$ cat src/tlex_pkg.sv
// ----------------------------------------------------------------------------
// tlex_pkg
// Shared types, token kind codes and character class helpers for the lexer.
// ----------------------------------------------------------------------------
package tlex_pkg;

  localparam logic [4:0] KIND_EOF    = 5'd0;
  localparam logic [4:0] KIND_IF     = 5'd1;
  localparam logic [4:0] KIND_ELSE   = 5'd2;
  localparam logic [4:0] KIND_END    = 5'd3;
  localparam logic [4:0] KIND_RETURN = 5'd4;
  localparam logic [4:0] KIND_IDENT  = 5'd5;
  localparam logic [4:0] KIND_NUMBER = 5'd6;
  localparam logic [4:0] KIND_LPAREN = 5'd7;
  localparam logic [4:0] KIND_RPAREN = 5'd8;
  localparam logic [4:0] KIND_LBRACK = 5'd9;
  localparam logic [4:0] KIND_RBRACK = 5'd10;
  localparam logic [4:0] KIND_COMMA  = 5'd11;
  localparam logic [4:0] KIND_GT     = 5'd12;
  localparam logic [4:0] KIND_LT     = 5'd13;
  localparam logic [4:0] KIND_EQ     = 5'd14;
  localparam logic [4:0] KIND_PLUS   = 5'd15;
  localparam logic [4:0] KIND_STAR   = 5'd16;
  localparam logic [4:0] KIND_SLASH  = 5'd17;
  localparam logic [4:0] KIND_ARROW  = 5'd18;
  localparam logic [4:0] KIND_MINUS  = 5'd19;
  localparam logic [4:0] KIND_ERROR  = 5'd20;

  localparam logic [7:0] CHAR_NUL     = 8'h00;
  localparam logic [7:0] CHAR_TAB     = 8'h09;
  localparam logic [7:0] CHAR_NEWLINE = 8'h0A;
  localparam logic [7:0] CHAR_SPACE   = 8'h20;
  localparam logic [7:0] CHAR_DASH    = 8'h2D;
  localparam logic [7:0] CHAR_GT      = 8'h3E;

  // Keywords packed big-endian, as the prefix register holds them.
  localparam logic [47:0] KW_IF     = 48'h0000_0000_6966;
  localparam logic [47:0] KW_ELSE   = 48'h0000_656C_7365;
  localparam logic [47:0] KW_END    = 48'h0000_0065_6E64;
  localparam logic [47:0] KW_RETURN = 48'h7265_7475_726E;

  localparam int FIFO_DEPTH = 4;
  localparam int PTR_W      = $clog2(FIFO_DEPTH);
  localparam int CNT_W      = $clog2(FIFO_DEPTH + 1);

  typedef enum logic [3:0] {
    MODE_IDLE   = 4'b0001,
    MODE_IDENT  = 4'b0010,
    MODE_NUMBER = 4'b0100,
    MODE_MINUS  = 4'b1000
  } mode_t;

  typedef struct packed {
    logic [4:0]  kind;
    logic [31:0] number;
    logic [15:0] line;
    logic [31:0] start;
    logic [15:0] length;
    logic        last;
  } token_t;

  function automatic logic is_letter(input logic [7:0] c);
    return ((c >= 8'h61) && (c <= 8'h7A)) || ((c >= 8'h41) && (c <= 8'h5A));
  endfunction

  function automatic logic is_digit(input logic [7:0] c);
    return (c >= 8'h30) && (c <= 8'h39);
  endfunction

  function automatic logic [4:0] punct_kind(input logic [7:0] c);
    logic [4:0] k;
    k = KIND_ERROR;
    unique case (c)
      8'h28:   k = KIND_LPAREN;
      8'h29:   k = KIND_RPAREN;
      8'h5B:   k = KIND_LBRACK;
      8'h5D:   k = KIND_RBRACK;
      8'h2C:   k = KIND_COMMA;
      8'h3E:   k = KIND_GT;
      8'h3C:   k = KIND_LT;
      8'h3D:   k = KIND_EQ;
      8'h2B:   k = KIND_PLUS;
      8'h2A:   k = KIND_STAR;
      8'h2F:   k = KIND_SLASH;
      default: k = KIND_ERROR;
    endcase
    return k;
  endfunction

endpackage

$ cat src/token_lexer_core.sv
// ----------------------------------------------------------------------------
// token_lexer_core
// Byte-serial lexer: turns a stream of source bytes into tokens.
// ----------------------------------------------------------------------------
// Usage:
//   Input channel char_valid/char_stall/char_code carries one source byte per
//   word; a zero byte ends the source and yields an EOF token, after which
//   offset, line and token id counters restart.
//   Output channel token_valid/token_stall carries one token per word. A byte
//   yields zero, one or two tokens; last_of_run marks the last one of a byte.
//   Tokens of a byte go from the input register into the output queue, which
//   offers them. Throughput: one byte per cycle while the queue has room.
//   The byte stage fires when the 4-word output queue has room for two
//   tokens, so a run of two-token bytes under a stalled or slow receiver is
//   limited to the receiver's rate.
//   When the receiver stalls, queued tokens hold steady and char_stall rises
//   once the queue is nearly full and the input register is occupied.
//   Reset (rst, synchronous) empties the queue and input register, returns
//   the scanner to idle, line to 1, offset and token id to 0.
// ----------------------------------------------------------------------------
module token_lexer_core #(
  parameter int OFFSET_BITS = 32,
  parameter int LENGTH_BITS = 16
) (
  input  logic        clk,
  input  logic        rst,
  input  logic        char_valid,
  output logic        char_stall,
  input  logic [7:0]  char_code,
  output logic        token_valid,
  input  logic        token_stall,
  output logic [4:0]  token_kind,
  output logic [31:0] token_seq,
  output logic [15:0] line_number,
  output logic [31:0] start_offset,
  output logic [15:0] token_length,
  output logic        last_of_run
);
  import tlex_pkg::*;

  localparam logic [LENGTH_BITS-1:0] LEN_MAX = {LENGTH_BITS{1'b1}};

  // Input register
  logic       in_full;
  logic [7:0] in_char;
  logic       consume;
  logic       accept;

  // Scanner state
  mode_t                  scan_mode, scan_mode_next;
  logic [47:0]            keyword_prefix, keyword_prefix_next;
  logic [OFFSET_BITS-1:0] pending_start, pending_start_next;
  logic [LENGTH_BITS-1:0] pending_length, pending_length_next;
  logic [OFFSET_BITS-1:0] byte_offset, byte_offset_next;
  logic [15:0]            line_count, line_count_next;
  logic [31:0]            next_token_id, next_token_id_next;

  // Output queue
  token_t           fifo [FIFO_DEPTH];
  logic [PTR_W-1:0] wr_ptr, rd_ptr;
  logic [CNT_W-1:0] fifo_count;
  logic             pop;

  // Per-byte results
  logic             close_hit, new_hit, stop, is_eof;
  logic [4:0]       close_kind, new_kind;
  logic [15:0]      close_len, new_len;
  logic [31:0]      close_start, new_start;
  logic [4:0]       ident_kind;
  logic [1:0]       push_cnt;
  token_t           slot0, slot1;
  logic [47:0]      grown_prefix;
  logic [LENGTH_BITS-1:0] grown_length;

  assign consume    = in_full && (fifo_count <= CNT_W'(FIFO_DEPTH - 2));
  assign char_stall = in_full && !consume;
  assign accept     = char_valid && !char_stall;
  assign pop        = token_valid && !token_stall;

  always_ff @(posedge clk) begin
    if (rst) begin
      in_full <= 1'b0;
    end else if (accept) begin
      in_full <= 1'b1;
    end else if (consume) begin
      in_full <= 1'b0;
    end
  end

  always_ff @(posedge clk) begin
    if (accept) begin
      in_char <= char_code;
    end
  end

  // Only the first six bytes of an identifier take part in keyword matching.
  always_comb begin
    if (pending_length < LENGTH_BITS'(6)) begin
      grown_prefix = {keyword_prefix[39:0], in_char};
    end else begin
      grown_prefix = keyword_prefix;
    end
    grown_length = (pending_length == LEN_MAX) ? pending_length
                                                : pending_length + LENGTH_BITS'(1);
  end

  always_comb begin
    priority if (pending_length == LENGTH_BITS'(2) && keyword_prefix == KW_IF) begin
      ident_kind = KIND_IF;
    end else if (pending_length == LENGTH_BITS'(4) && keyword_prefix == KW_ELSE) begin
      ident_kind = KIND_ELSE;
    end else if (pending_length == LENGTH_BITS'(3) && keyword_prefix == KW_END) begin
      ident_kind = KIND_END;
    end else if (pending_length == LENGTH_BITS'(6) && keyword_prefix == KW_RETURN) begin
      ident_kind = KIND_RETURN;
    end else begin
      ident_kind = KIND_IDENT;
    end
  end

  always_comb begin
    scan_mode_next      = scan_mode;
    keyword_prefix_next = keyword_prefix;
    pending_start_next  = pending_start;
    pending_length_next = pending_length;
    byte_offset_next    = byte_offset + OFFSET_BITS'(1);
    line_count_next     = line_count;
    close_hit   = 1'b0;
    close_kind  = KIND_IDENT;
    close_start = 32'(pending_start);
    close_len   = 16'(pending_length);
    stop        = 1'b0;
    new_hit     = 1'b0;
    new_kind    = KIND_ERROR;
    new_start   = 32'(byte_offset);
    new_len     = 16'd1;
    is_eof      = 1'b0;

    // Close or extend the open token.
    unique case (scan_mode)
      MODE_IDENT: begin
        if (is_letter(in_char) || is_digit(in_char)) begin
          stop                = 1'b1;
          keyword_prefix_next = grown_prefix;
          pending_length_next = grown_length;
        end else begin
          close_hit      = 1'b1;
          close_kind     = ident_kind;
          scan_mode_next = MODE_IDLE;
        end
      end
      MODE_NUMBER: begin
        if (is_digit(in_char)) begin
          stop                = 1'b1;
          keyword_prefix_next = grown_prefix;
          pending_length_next = grown_length;
        end else begin
          close_hit      = 1'b1;
          close_kind     = KIND_NUMBER;
          scan_mode_next = MODE_IDLE;
        end
      end
      MODE_MINUS: begin
        close_hit      = 1'b1;
        scan_mode_next = MODE_IDLE;
        if (in_char == CHAR_GT) begin
          stop       = 1'b1;
          close_kind = KIND_ARROW;
          close_len  = 16'd2;
        end else begin
          close_kind = KIND_MINUS;
          close_len  = 16'd1;
        end
      end
      MODE_IDLE: begin
      end
      default: begin
      end
    endcase

    // Handle the byte itself as the start of something new.
    if (!stop) begin
      priority if (in_char == CHAR_NUL) begin
        new_hit  = 1'b1;
        new_kind = KIND_EOF;
        new_len  = 16'd0;
        is_eof   = 1'b1;
        byte_offset_next = '0;
        line_count_next  = 16'd1;
      end else if (in_char == CHAR_SPACE || in_char == CHAR_TAB ||
                   in_char == CHAR_NEWLINE) begin
        if (in_char == CHAR_NEWLINE && line_count != 16'hFFFF) begin
          line_count_next = line_count + 16'd1;
        end
      end else if (is_letter(in_char) || is_digit(in_char)) begin
        scan_mode_next      = is_letter(in_char) ? MODE_IDENT : MODE_NUMBER;
        pending_start_next  = byte_offset;
        pending_length_next = LENGTH_BITS'(1);
        keyword_prefix_next = {40'd0, in_char};
      end else if (in_char == CHAR_DASH) begin
        scan_mode_next      = MODE_MINUS;
        pending_start_next  = byte_offset;
        pending_length_next = LENGTH_BITS'(1);
      end else begin
        new_hit  = 1'b1;
        new_kind = punct_kind(in_char);
      end
    end
  end

  // Token assembly: the closed token, if any, goes first.
  always_comb begin
    push_cnt = 2'(close_hit) + 2'(new_hit);

    slot1.kind   = new_kind;
    slot1.number = next_token_id + 32'd1;
    slot1.line   = line_count;
    slot1.start  = new_start;
    slot1.length = new_len;
    slot1.last   = 1'b1;

    if (close_hit) begin
      slot0.kind   = close_kind;
      slot0.start  = close_start;
      slot0.length = close_len;
    end else begin
      slot0.kind   = new_kind;
      slot0.start  = new_start;
      slot0.length = new_len;
    end
    slot0.number = next_token_id;
    slot0.line   = line_count;
    slot0.last   = (push_cnt == 2'd1);

    next_token_id_next = is_eof ? 32'd0 : next_token_id + 32'(push_cnt);
  end

  always_ff @(posedge clk) begin
    if (rst) begin
      scan_mode      <= MODE_IDLE;
      keyword_prefix <= '0;
      pending_start  <= '0;
      pending_length <= '0;
      byte_offset    <= '0;
      line_count     <= 16'd1;
      next_token_id  <= '0;
    end else if (consume) begin
      scan_mode      <= scan_mode_next;
      keyword_prefix <= keyword_prefix_next;
      pending_start  <= pending_start_next;
      pending_length <= pending_length_next;
      byte_offset    <= byte_offset_next;
      line_count     <= line_count_next;
      next_token_id  <= next_token_id_next;
    end
  end

  always_ff @(posedge clk) begin
    if (consume && push_cnt != 2'd0) begin
      fifo[wr_ptr] <= slot0;
    end
    if (consume && push_cnt == 2'd2) begin
      fifo[wr_ptr + PTR_W'(1)] <= slot1;
    end
  end

  always_ff @(posedge clk) begin
    if (rst) begin
      wr_ptr     <= '0;
      rd_ptr     <= '0;
      fifo_count <= '0;
    end else begin
      if (consume) begin
        wr_ptr <= wr_ptr + PTR_W'(push_cnt);
      end
      if (pop) begin
        rd_ptr <= rd_ptr + PTR_W'(1);
      end
      fifo_count <= fifo_count + (consume ? CNT_W'(push_cnt) : CNT_W'(0))
                    - CNT_W'(pop);
    end
  end

  assign token_valid  = (fifo_count != '0);
  assign token_kind   = fifo[rd_ptr].kind;
  assign token_seq    = fifo[rd_ptr].number;
  assign line_number  = fifo[rd_ptr].line;
  assign start_offset = fifo[rd_ptr].start;
  assign token_length = fifo[rd_ptr].length;
  assign last_of_run  = fifo[rd_ptr].last;

  // The queue never overflows given the room check before each byte.
  a_fifo_bound: assert property (@(posedge clk) disable iff (rst)
    fifo_count <= CNT_W'(FIFO_DEPTH))
    else $error("token queue overflow");

  // Two tokens from one byte require a token that was open before it.
  a_two_needs_open: assert property (@(posedge clk) disable iff (rst)
    (consume && push_cnt == 2'd2) |-> (scan_mode != MODE_IDLE))
    else $error("two tokens without an open token");

  // An open token always has a nonzero length.
  a_open_len: assert property (@(posedge clk) disable iff (rst)
    (scan_mode != MODE_IDLE) |-> (pending_length != '0))
    else $error("open token with zero length");

  // After end of source the counters restart.
  a_eof_restart: assert property (@(posedge clk) disable iff (rst)
    (consume && is_eof) |=> (byte_offset == '0 && line_count == 16'd1 &&
                             next_token_id == 32'd0))
    else $error("counters not restarted after EOF");

  a_line_nonzero: assert property (@(posedge clk) disable iff (rst)
    line_count != 16'd0)
    else $error("line count reached zero");

endmodule
$ cat config.mk
export PLATFORM = sky130hd
export DESIGN_NAME = token_lexer_core
export DESIGN_NICKNAME = d
export VERILOG_FILES = /design/src/tlex_pkg.sv /design/src/token_lexer_core.sv
export SDC_FILE = /design/constraint.sdc
export NUM_CORES = 1
export LEC_CHECK = 0
export ABC_CLOCK_PERIOD_IN_PS = 13300
export BUFFER_PORTS_ARGS = -buffer_cell sky130_fd_sc_hd__buf_2
export CAP_MARGIN = 15
export CORE_MARGIN = 3
export CORE_UTILIZATION = 28
export CTS_CLUSTER_DIAMETER = 100
export DETAILED_ROUTE_END_ITERATION = 10
export PLACE_DENSITY_LB_ADDON = 0.15
export RECOVER_POWER = 50
export SLEW_MARGIN = 20
export SYNTH_ARGS = -nofsm -noshare
export SYNTH_HDL_FRONTEND = slang
export SYNTH_SLANG_ARGS = --single-unit
export TNS_END_PERCENT = 5
$ cat constraint.sdc
create_clock -name clk -period 13.3 [get_ports clk]
set_input_delay 1.995 -clock clk [delete_from_list [all_inputs] [get_ports clk]]
set_output_delay 1.995 -clock clk [all_outputs]
set_load 0.02 [all_outputs]
# Word-level counts from Yosys, hierarchy flattened
# Memories as Yosys holds them, arrays and structs flattened. A register that Yosys moved wholly into a read port is not among the register bits.
# Index checks and enable logic that the tools add are counted.
# totals
wordCells	172
memories	1
in_bits	12
latch_bits	0
rom_bits	0
reg_bits	196
ramBits	408
# op_classes
n_addsub	11
n_eq_ne	30
reduce_logical	30
magnitude_cmp	8
n_mul	0
muxes	77
div_mod_pow	0
n_shift	0
bitwise	3
# mem_list
memory	words	width	read_ports	rd_clocked_by_memory_dff	wr	line	source
fifo	4	102	1	1	2	token_lexer_core.sv:59	token_t fifo [FIFO_DEPTH];
# ops
cell	n
2-to-1 mux 48 bit	8
2-to-1 mux 16 bit	12
2-to-1 mux 32 bit	5
case mux 48 bit (2 select lines)	1
== test 8 x 6 -> 1 bit (second input constant)	11
adder 32 x 1 -> 32 bit (second input constant)	2
case mux 5 bit (11 select lines)	1
== test 48 x 15 -> 1 bit (second input constant)	1
== test 48 x 23 -> 1 bit (second input constant)	1
== test 48 x 31 -> 1 bit (second input constant)	1
== test 48 x 47 -> 1 bit (second input constant)	1
2-to-1 mux 5 bit	7
adder 16 x 1 -> 16 bit (second input constant)	2
adder 32 x 2 -> 32 bit	1
== test 16 x 2 -> 1 bit (second input constant)	2
== test 16 x 3 -> 1 bit (second input constant)	2
case mux 16 bit (2 select lines)	1
2-to-1 mux 4 bit	7
2-to-1 mux 1 bit	22
== test 16 bit (second input constant)	1
== test 8 x 4 -> 1 bit (second input constant)	2
== test 8 x 7 -> 1 bit (second input constant)	2
greater-or-equal comparator 8 x 7 -> 1 bit (second input constant)	2
less-or-equal comparator 8 x 7 -> 1 bit (second input constant)	2
29 further kinds	62

# Longest topological paths before layout
# Gate-level depths: netlist (run 1).
# logic_depth
depth_word	13
mapped_depth	17

# Least setup slack after synthesis (run 1)
# OpenSTA, ideal clock, no wires.
# synth_path
kind	reg-to-reg
startpoint	register in_char[1]
endpoint	memory fifo[3][100] (netlist bit), enable pin
setup_time_ns	0.481
arrival_time_ns	5.119
stages_incl_launch_ff	14
path_slack_ns	7.700
cell_sequence	edfxtp_1 > clkbuf_1 > nor3_1 > o2bb2ai_1 > o21ai_1 > nor2b_1 > nand2_1 > inv_2 > ha_1 > nand3_1 > nor3b_1 > nor2_1 > inv_2 > clkbuf_1
# synth_rtl
item	line	source
start: declaration	token_lexer_core.sv:45	logic [7:0] in_char;
start signal: assignment	token_lexer_core.sv:92	in_char <= char_code;
end: declaration	token_lexer_core.sv:59	

==> results of run 1 <==
## metrics by stage
step / util / hold slack (ns) / std cells
3_5_place_dp: 0.301 / 0.452 / 3738
6_report: 0.323 / 0.465 / 3870
5_1_grt: 0.323 / 0.485 / 3870
2_1_floorplan: - / 0.431 / 2456
4_1_cts: 0.324 / 0.465 / 3870
3_3_place_gp: 0.301 / 0.447 / 3738
## worst max path at each step
stage                     from            to  slack (ns)  depth (start not counted)
floorplan           in_char[1]  fifo[3][100]        7.70                         13
global placement    in_char[1]   fifo[1][81]        7.62                         12
detailed placement  in_char[1]   fifo[3][34]        7.61                         12
CTS                 in_char[1]   fifo[3][34]        7.60                         12
global route        in_char[1]   fifo[0][51]        4.44                         13
finish              in_char[0]   fifo[0][51]        5.26                         13
## metal layers
metal,GRT usage,up-vias
met5,0,-
met4,0.0413,0
met3,0.0219,116
met2,0.269,537
met1,0.224,10200
li1,-,9399
## power breakdown
group	leakage, nW	switching (mW)	total (mW)	internal (mW)
registers	5.47	0.0605	2.09	2.03
logic	4.13	0.497	0.788	0.291
clock network	1.16	0.806	1.99	1.19
## sequential cells by signal, indices dropped and copies added (netlist names), named ones only
register / flops
rd_ptr: 2
in_char: 8
wr_ptr: 2
fifo_count: 3
close_start: 32
next_token_id: 32
fifo: 408
in_full: 1
pending_length: 16
keyword_prefix: 48
line_count: 16
scan_mode: 4
byte_offset: 32
## worst max-delay path, cell delays in order, from the launching register on
cell and delay [ns]:
sky130_fd_sc_hd__edfxtp_1 0.67, sky130_fd_sc_hd__nor3_1 0.21, sky130_fd_sc_hd__o2bb2ai_1 0.28, sky130_fd_sc_hd__o311ai_0 0.37
sky130_fd_sc_hd__clkbuf_1 0.44, sky130_fd_sc_hd__nand2b_1 0.36, sky130_fd_sc_hd__clkinvlp_2 0.38, sky130_fd_sc_hd__ha_1 0.32
sky130_fd_sc_hd__nor4_1 0.09, sky130_fd_sc_hd__nor2_1 0.10, sky130_fd_sc_hd__clkbuf_1 0.88, sky130_fd_sc_hd__clkinvlp_2 1.83
sky130_fd_sc_hd__clkbuf_1 1.27, sky130_fd_sc_hd__and2_1 0.54
## cell type report
type	count	area [sq um]
multi-input cells	1596	11800
fillers	10100	68000
flip-flops and latches	606	15700
inverters	24	100
clock inverters	35	298
well taps	1357	1700
repair buffers	155	762
clock buffers	97	2090
## cell families (layout without fill, tap and decap cells)
group	Yosys count	after routing	synth area share
buffers and inverters	254	311	0.0357
adder cells (fa/ha/maj)	17	17	0.00800
multiplexers	142	142	0.0948
XOR/XNOR	84	84	0.0258
AND/OR/NAND/NOR	763	763	0.136
flip-flops	606	606	0.550
AO/OA/AOI/OAI	590	590	0.150
## cells in the final DEF, fill, tap and decap left out, types with 9 or more instances in the layout
cell / instances
sky130_fd_sc_hd__mux4_2: 102
sky130_fd_sc_hd__inv_1: 17
sky130_fd_sc_hd__nor3_1: 29
sky130_fd_sc_hd__nor2b_1: 11
sky130_fd_sc_hd__a21oi_1: 41
sky130_fd_sc_hd__xnor2_1: 33
sky130_fd_sc_hd__nand4_1: 58
sky130_fd_sc_hd__xor2_1: 51
sky130_fd_sc_hd__clkbuf_16: 78
sky130_fd_sc_hd__mux2i_1: 40
sky130_fd_sc_hd__and4_1: 13
sky130_fd_sc_hd__ha_1: 15
sky130_fd_sc_hd__clkbuf_1: 79
sky130_fd_sc_hd__dfxtp_1: 253
sky130_fd_sc_hd__nand3_1: 53
sky130_fd_sc_hd__clkinv_1: 9
sky130_fd_sc_hd__or3_1: 26
sky130_fd_sc_hd__o21ai_1: 16
sky130_fd_sc_hd__o22ai_1: 16
sky130_fd_sc_hd__nand2_1: 202
sky130_fd_sc_hd__nor4_1: 32
sky130_fd_sc_hd__o21ai_0: 146
sky130_fd_sc_hd__and3_1: 22
sky130_fd_sc_hd__clkinv_2: 12
sky130_fd_sc_hd__o31ai_1: 79
sky130_fd_sc_hd__buf_4: 26
sky130_fd_sc_hd__edfxtp_1: 352
sky130_fd_sc_hd__nor2_1: 182
sky130_fd_sc_hd__buf_2: 60
sky130_fd_sc_hd__and2_1: 65
sky130_fd_sc_hd__a22o_1: 232
==> run metrics, run 1 <==
outcome complete, but fails checks; violated checks max-capacitance violations, max-slew violations; maximum buffer depth of the clock tree 3; via count of the first global-routing pass roughly 20000; final antenna-violating net count 0; number of placement rows between 100 and 150; CP max FO 39; Area growth syn-to-layout 14.0%; placed cell area just over 0.03 sq mm; all-layer global routing usage 0.162; final period demand of the worst path just over 8 ns; core area approximately 0.10 sq mm; largest net degree at the start of global routing 77; sum of internal, switching and leakage power between 4 and 5 mW; cells resized by post-CTS repair 0; Hold Crit Endpoint fifo[2][4]; Synth Warn # 0; synth top area cells sky130_fd_sc_hd__edfxtp_1 37%, sky130_fd_sc_hd__dfxtp_1 18%, sky130_fd_sc_hd__mux4_2 8.1%, sky130_fd_sc_hd__a22o_1 7.1%, sky130_fd_sc_hd__nand2_1 2.7%; reg-to-reg critical path startpoint in_char[0]; actual slew at the worst max-slew pin 3.96 ns; VDD IR-drop max 0.103 mV; initial antenna violation count 2; Crit. End Element flip-flop; R2R setup slack approximately 5.3 ns; startpoint of the tightest hold check path fifo[2][4]; Routed wire per std cell between 20 and 25 um; sequential fraction of the synthesis area 0.550; number of flops mapped to enable cells by yosys ~350; Final TNS setup 0 ns; Main synth FF type sky130_fd_sc_hd__edfxtp_1; top-area cell type share of the netlist area 0.371; TritonCTS buffer count 73; CTS tree built; met2 wire length roughly 41 mm; Final Worst Setup Slack between 5 and 6 ns; uppermost metal layer occupied by signal nets met4; count of endpoints failing setup in the final report 0; post-CTS setup repair buffer count 0; worst hold-check path type reg -> reg; hold violation count in the final report 0; critical setup path kind reg -> reg; total count of max-transition violations in the final report 354; cell count of the worst reg-to-reg path 13; Avg Inst Size Synth 11.6 sq um; library cell occupying the most area in the post-synthesis netlist sky130_fd_sc_hd__edfxtp_1; library cells used by synthesis just over 80; I/O pins 116; Die Span Y 325 um; synthesized net count approximately 2500; final design area excluding fillers 0.0324 sq mm; number of search-and-repair iterations in the first detailed-routing pass 7; total of max-cap violations 10; Critical Path Start Type flip-flop; overall die width 325 um; flops & latches, synth 606; max_slew headroom -1.64; data arrival time of the worst path approximately 8.4 ns; number of buffers inserted by port buffering 115; wire length on met3 between 3 and 4 mm; most frequently used cell type in the post-synthesis netlist sky130_fd_sc_hd__edfxtp_1; diode count 0; DPL Wire Length ~53 mm; clock latency of the later-clocked register in the worst-skew pair between 0.6 and 0.7 ns; final routed DRC violation total 0; gr ovfl total 0; NumNets Final 2485; average via count per standard cell between 5 and 6; RSZ-0062 raised after global routing no; DRT met1 WL between 40 and 50 mm; ratio of cells with drive above 1 in the final layout 0.135; count of clock tree sinks about 600; number of instances in the synthesized netlist around 2500; die footprint 0.106 sq mm; leakage power approximately 11 nW; hold buffer count at cts 0; Routability Congestion around 0.82; post-placement worst setup slack between 7 and 8 ns; final worst path period share 0.605; PD cells 150 mW/mm^2; worst clock skew roughly 0.029 ns; effective utilization at floorplan 0.283; share of synthesized flip-flops with an asynchronous set or reset 0; routed via count about 20000; Iter 0 DRT Violations 1758; first-pass GRT wire length 133 mm; Req. time, crit path ~14 ns; Root Driver sky130_fd_sc_hd__clkbuf_16; top achievable clock speed 0.124 GHz; total wire length 87.0 mm; cell types with the highest counts after synthesis 352 x sky130_fd_sc_hd__edfxtp_1, 254 x sky130_fd_sc_hd__dfxtp_1, 232 x sky130_fd_sc_hd__a22o_1; FF-to-FF End fifo[0][51]; H-tree lvl count 3; netlist area before placement 0.0285 sq mm; number of stages on the worst hold path 1; Clk pin slew, worst setup/hold paths about 0.06 ns
No activity file was read; power rests on OpenSTA's default activity.
==> inputs of run 2 (changes only) <==
--- a/config.mk
+++ b/config.mk
@@ -5,7 +5,8 @@
 export SDC_FILE = /design/constraint.sdc
 export NUM_CORES = 1
 export LEC_CHECK = 0
-export ABC_CLOCK_PERIOD_IN_PS = 13300
+export ABC_AREA = 1
+export ABC_CLOCK_PERIOD_IN_PS = 8400
 export BUFFER_PORTS_ARGS = -buffer_cell sky130_fd_sc_hd__buf_2
 export CAP_MARGIN = 15
 export CORE_MARGIN = 3
==> constraint.sdc (replaced) <==
create_clock -name clk -period 8.4 [get_ports clk]
set_input_delay 1.26 -clock clk [delete_from_list [all_inputs] [get_ports clk]]
set_output_delay 1.26 -clock clk [all_outputs]
set_load 0.02 [all_outputs]
==> run 2 against run 1 <==
- the run still ends with max-capacitance violations, max-slew violations left
- area after synthesis up 5.4%
- maximum frequency is 27% higher
- via count up 27%
- largest cell class unchanged
- largest power group unchanged
==> run metrics, run 2 <==
sequential fraction of the synthesis area 0.522 (was 0.550); Iter 0 DRT Violations 1937 (was 1758); VDD IR-drop max 0.133 mV (was 0.103 mV); violated checks max-capacitance violations, max-slew violations (unchanged); worst hold-check path type reg -> reg (unchanged); worst clock skew 0.0282 ns (was 0.0288 ns); H-tree lvl count 3 (unchanged); number of search-and-repair iterations in the first detailed-routing pass 5 (was 7); cells resized by post-CTS repair 0 (unchanged); number of flops mapped to enable cells by yosys 352 (unchanged); all-layer global routing usage 0.181 (was 0.162); top register by number of flip-flops fifo (unchanged); final routed DRC violation total 0 (unchanged); most frequent standard cell in the layout excluding fill and tap cells sky130_fd_sc_hd__nand2_1 (was sky130_fd_sc_hd__edfxtp_1); R2R setup slack 2.09 ns (was 5.26 ns); # fillers 11200 (was 10100); number of buffers inserted by port buffering 115 (unchanged); Die Span Y 333 um (was 325 um); top-area cell type share of the netlist area 0.352 (was 0.371); Routed wire per std cell 20.2 um (was 22.5 um); flops & latches, synth 606 (unchanged); count of endpoints failing setup in the final report 0 (unchanged); cell types with the highest counts after synthesis 723 x sky130_fd_sc_hd__nand2_1, 591 x sky130_fd_sc_hd__nor2_1, 352 x sky130_fd_sc_hd__edfxtp_1 (was 352 x sky130_fd_sc_hd__edfxtp_1, 254 x sky130_fd_sc_hd__dfxtp_1, 232 x sky130_fd_sc_hd__a22o_1); clock latency of the later-clocked register in the worst-skew pair 0.65 ns (was 0.61 ns); top flop regs fifo: 408 flops, keyword_prefix: 48 flops (unchanged); ratio of cells with drive above 1 in the final layout 0.0810 (was 0.135); CP max FO 55 (was 39); die footprint 0.111 sq mm (was 0.106 sq mm); NumNets Final 3671 (was 2485); leakage power 11.3 nW (was 10.8 nW); routed via count 25700 (was 20300); Routability Congestion 0.835 (was 0.819); delay of the slowest cell on the worst path 2.63 ns (was 1.83 ns); Top delay family on crit path buffers and inverters (unchanged); Root Driver sky130_fd_sc_hd__clkbuf_16 (unchanged); Final TNS setup 0 ns (unchanged); via count of the first global-routing pass 25000 (was 20400); top achievable clock speed 0.158 GHz (was 0.124 GHz); global routing's busiest layer met2 (unchanged); Largest register FFs 408 (unchanged); I/O pins 116 (unchanged); placed cells 4956 (was 3738); GR Util met2 0.287 (was 0.269); library cell occupying the most area in the post-synthesis netlist sky130_fd_sc_hd__edfxtp_1 (unchanged); diode count 0 (unchanged); number of instances in the synthesized netlist 3644 (was 2456); final worst path period share 0.752 (was 0.605); core area 0.106 sq mm (was 0.100 sq mm); netlist area before placement 0.0300 sq mm (was 0.0285 sq mm); final period demand of the worst path 6.31 ns (was 8.04 ns); count of placed standard cells in the final layout, fillers left out 5094 (was 3870); standard cell with the maximum stage delay on the critical path sky130_fd_sc_hd__clkbuf_1 (was sky130_fd_sc_hd__clkinvlp_2); Avg Inst Size Synth 8.23 sq um (was 11.6 sq um); hold buffer count at cts 0 (unchanged); crit path capture fifo[3][77] (was fifo[0][51]); overall die width 333 um (was 325 um); total count of max-transition violations in the final report 492 (was 354); most frequently used cell type in the post-synthesis netlist sky130_fd_sc_hd__nand2_1 (was sky130_fd_sc_hd__edfxtp_1); total wire length 103 mm (was 87.0 mm); critical setup path kind reg -> reg (unchanged); average via count per standard cell 5.05 (was 5.24); CTS tree built (unchanged); Area growth syn-to-layout 13.3% (was 14.0%); cell count of the worst reg-to-reg path 8 (was 13); actual slew at the worst max-slew pin 3.74 ns (was 3.96 ns); grt met1 use 0.250 (was 0.224); synthesized net count 3673 (was 2485); first-pass GRT wire length 157 mm (was 133 mm); most frequent cells in the layout 724 x sky130_fd_sc_hd__nand2_1, 592 x sky130_fd_sc_hd__nor2_1, 352 x sky130_fd_sc_hd__edfxtp_1 (was 352 x sky130_fd_sc_hd__edfxtp_1, 253 x sky130_fd_sc_hd__dfxtp_1, 232 x sky130_fd_sc_hd__a22o_1); hold violation count in the final report 0 (unchanged); reg-to-reg critical path startpoint fifo_count[0] (was in_char[0]); met3 usage in global routing 0.0309 (was 0.0219); post-CTS setup repair buffer count 0 (unchanged); Synth Warn # 0 (unchanged); Crit. path cell count 8 (was 13); max_slew headroom -1.49 (was -1.64); largest net degree at the start of global routing 157 (was 77); initial antenna violation count 5 (was 2); Main synth FF type sky130_fd_sc_hd__edfxtp_1 (unchanged); effective utilization at floorplan 0.283 (about the same); Crit. End Element flip-flop (unchanged); combined buffer and inverter count along the critical path 3 (was 5); gr ovfl total 0 (unchanged); PD cells 240 mW/mm^2 (was 150 mW/mm^2); library cells used by synthesis 48 (was 82); share of synthesized flip-flops with an asynchronous set or reset 0 (unchanged); final antenna-violating net count 0 (unchanged); FF-to-FF End fifo[3][77] (was fifo[0][51]); RSZ-0062 raised after global routing no (unchanged); sum of internal, switching and leakage power 8.17 mW (was 4.87 mW); critical-path cell list a21oi_1 > nand2_1 > inv_1 > nand2_1 > inv_1 > nand3_2 > clkbuf_1 > o22ai_1 (was nor3_1 > o2bb2ai_1 > o311ai_0 > clkbuf_1 > nand2b_1 > clkinvlp_2 > ha_1 > nor4_1 > nor2_1 > clkbuf_1 > clkinvlp_2 > clkbuf_1 > and2_1); data arrival time of the worst path 6.51 ns (was 8.37 ns); Clk pin slew, worst setup/hold paths 0.06 ns (about the same); number of placement rows 119 (was 116); critical path launch point fifo_count[0] (was in_char[0]); outcome complete, but fails checks (unchanged); maximum buffer depth of the clock tree 3 (unchanged); TritonCTS buffer count 75 (was 73); total of max-cap violations 11 (was 10); synth top area cells sky130_fd_sc_hd__edfxtp_1 35%, sky130_fd_sc_hd__dfxtp_1 17%, sky130_fd_sc_hd__nand2_1 9.0%, sky130_fd_sc_hd__nor2_1 7.4%, sky130_fd_sc_hd__o22ai_1 6.6% (was sky130_fd_sc_hd__edfxtp_1 37%, sky130_fd_sc_hd__dfxtp_1 18%, sky130_fd_sc_hd__mux4_2 8.1%, sky130_fd_sc_hd__a22o_1 7.1%, sky130_fd_sc_hd__nand2_1 2.7%); Critical Path Start Type flip-flop (unchanged); DPL Wire Length 64.0 mm (was 53.0 mm); count of clock tree sinks 606 (unchanged); Req. time, crit path 8.59 ns (was 13.63 ns)
[run 2: cells by family (layout without fill, tap and decap cells)]
group,after synthesis,in the layout,synth area share
buffers and inverters,472,531,0.0640
DFF,606,606,0.522
adders and majority gates,17,17,0.00759
and+or+nand+nor,1605,1605,0.221
AOI/OAI and AO/OA,862,862,0.162
xor gates and xnor gates,82,82,0.0239
[run 2: layer usage]
| metal | vias up | wire, um |
|---|---|---|
| li1 | 12500 | - |
| met2 | 624 | 46500 |
| met1 | 12500 | 48000 |
| met5 | - | 21 |
| met3 | 143 | 5420 |
| met4 | 4 | 2880 |
[run 2: cell type report]
class | instances | area (sq um) | share of cell area
inverters | 249 | 941 | 0.0277
repair buffers | 144 | 749 | 0.0221
flip-flops and latches | 606 | 15700 | 0.461
multi-input cells | 2566 | 12500 | 0.367
clock buffers | 104 | 2040 | 0.0599
clock inverters | 34 | 397 | 0.0117
well taps | 1391 | 1740 | 0.0512
[run 2: how the worst min path moves through the flow]
stage	start	endpoint	cells after the start
final	fifo[1][11]	fifo[1][11]	2
after global routing	fifo[1][5]	fifo[1][5]	2
after floorplan	fifo[1][10]	fifo[1][10]	2
after detailed placement	fifo[1][5]	fifo[1][5]	2
after global placement	fifo[1][11]	fifo[1][11]	2
after CTS	fifo[2][5]	fifo[2][5]	2
[run 2: worst reg2reg max path, delay by kind of cell, from the launching register on]
family          cells  cell delay (ns)
flops               1             0.36
buf+inv             3             3.61
simple gates        3             1.30
compound gates      2             0.61
[run 2: where the power goes]
group	internal (mW)	switching, mW	leakage, nW	total [mW]
Clock	1.90	1.35	1.18	3.25
Sequential	3.27	0.0936	4.91	3.36
Combinational	0.371	1.19	5.18	1.56
Total	5.54	2.63	11.3	8.17
[run 2: metrics by stage]
stage	utilization	hold WS, ns	area (sq um)	worst slack (ns)
finish	0.321	0.450	34000	2.09
CTS	0.322	0.454	34100	3.46
global route	0.321	0.470	34000	1.58
floorplan	-	0.423	30000	3.87
global placement	0.299	0.435	31700	3.56
detailed placement	0.299	0.440	31700	3.49
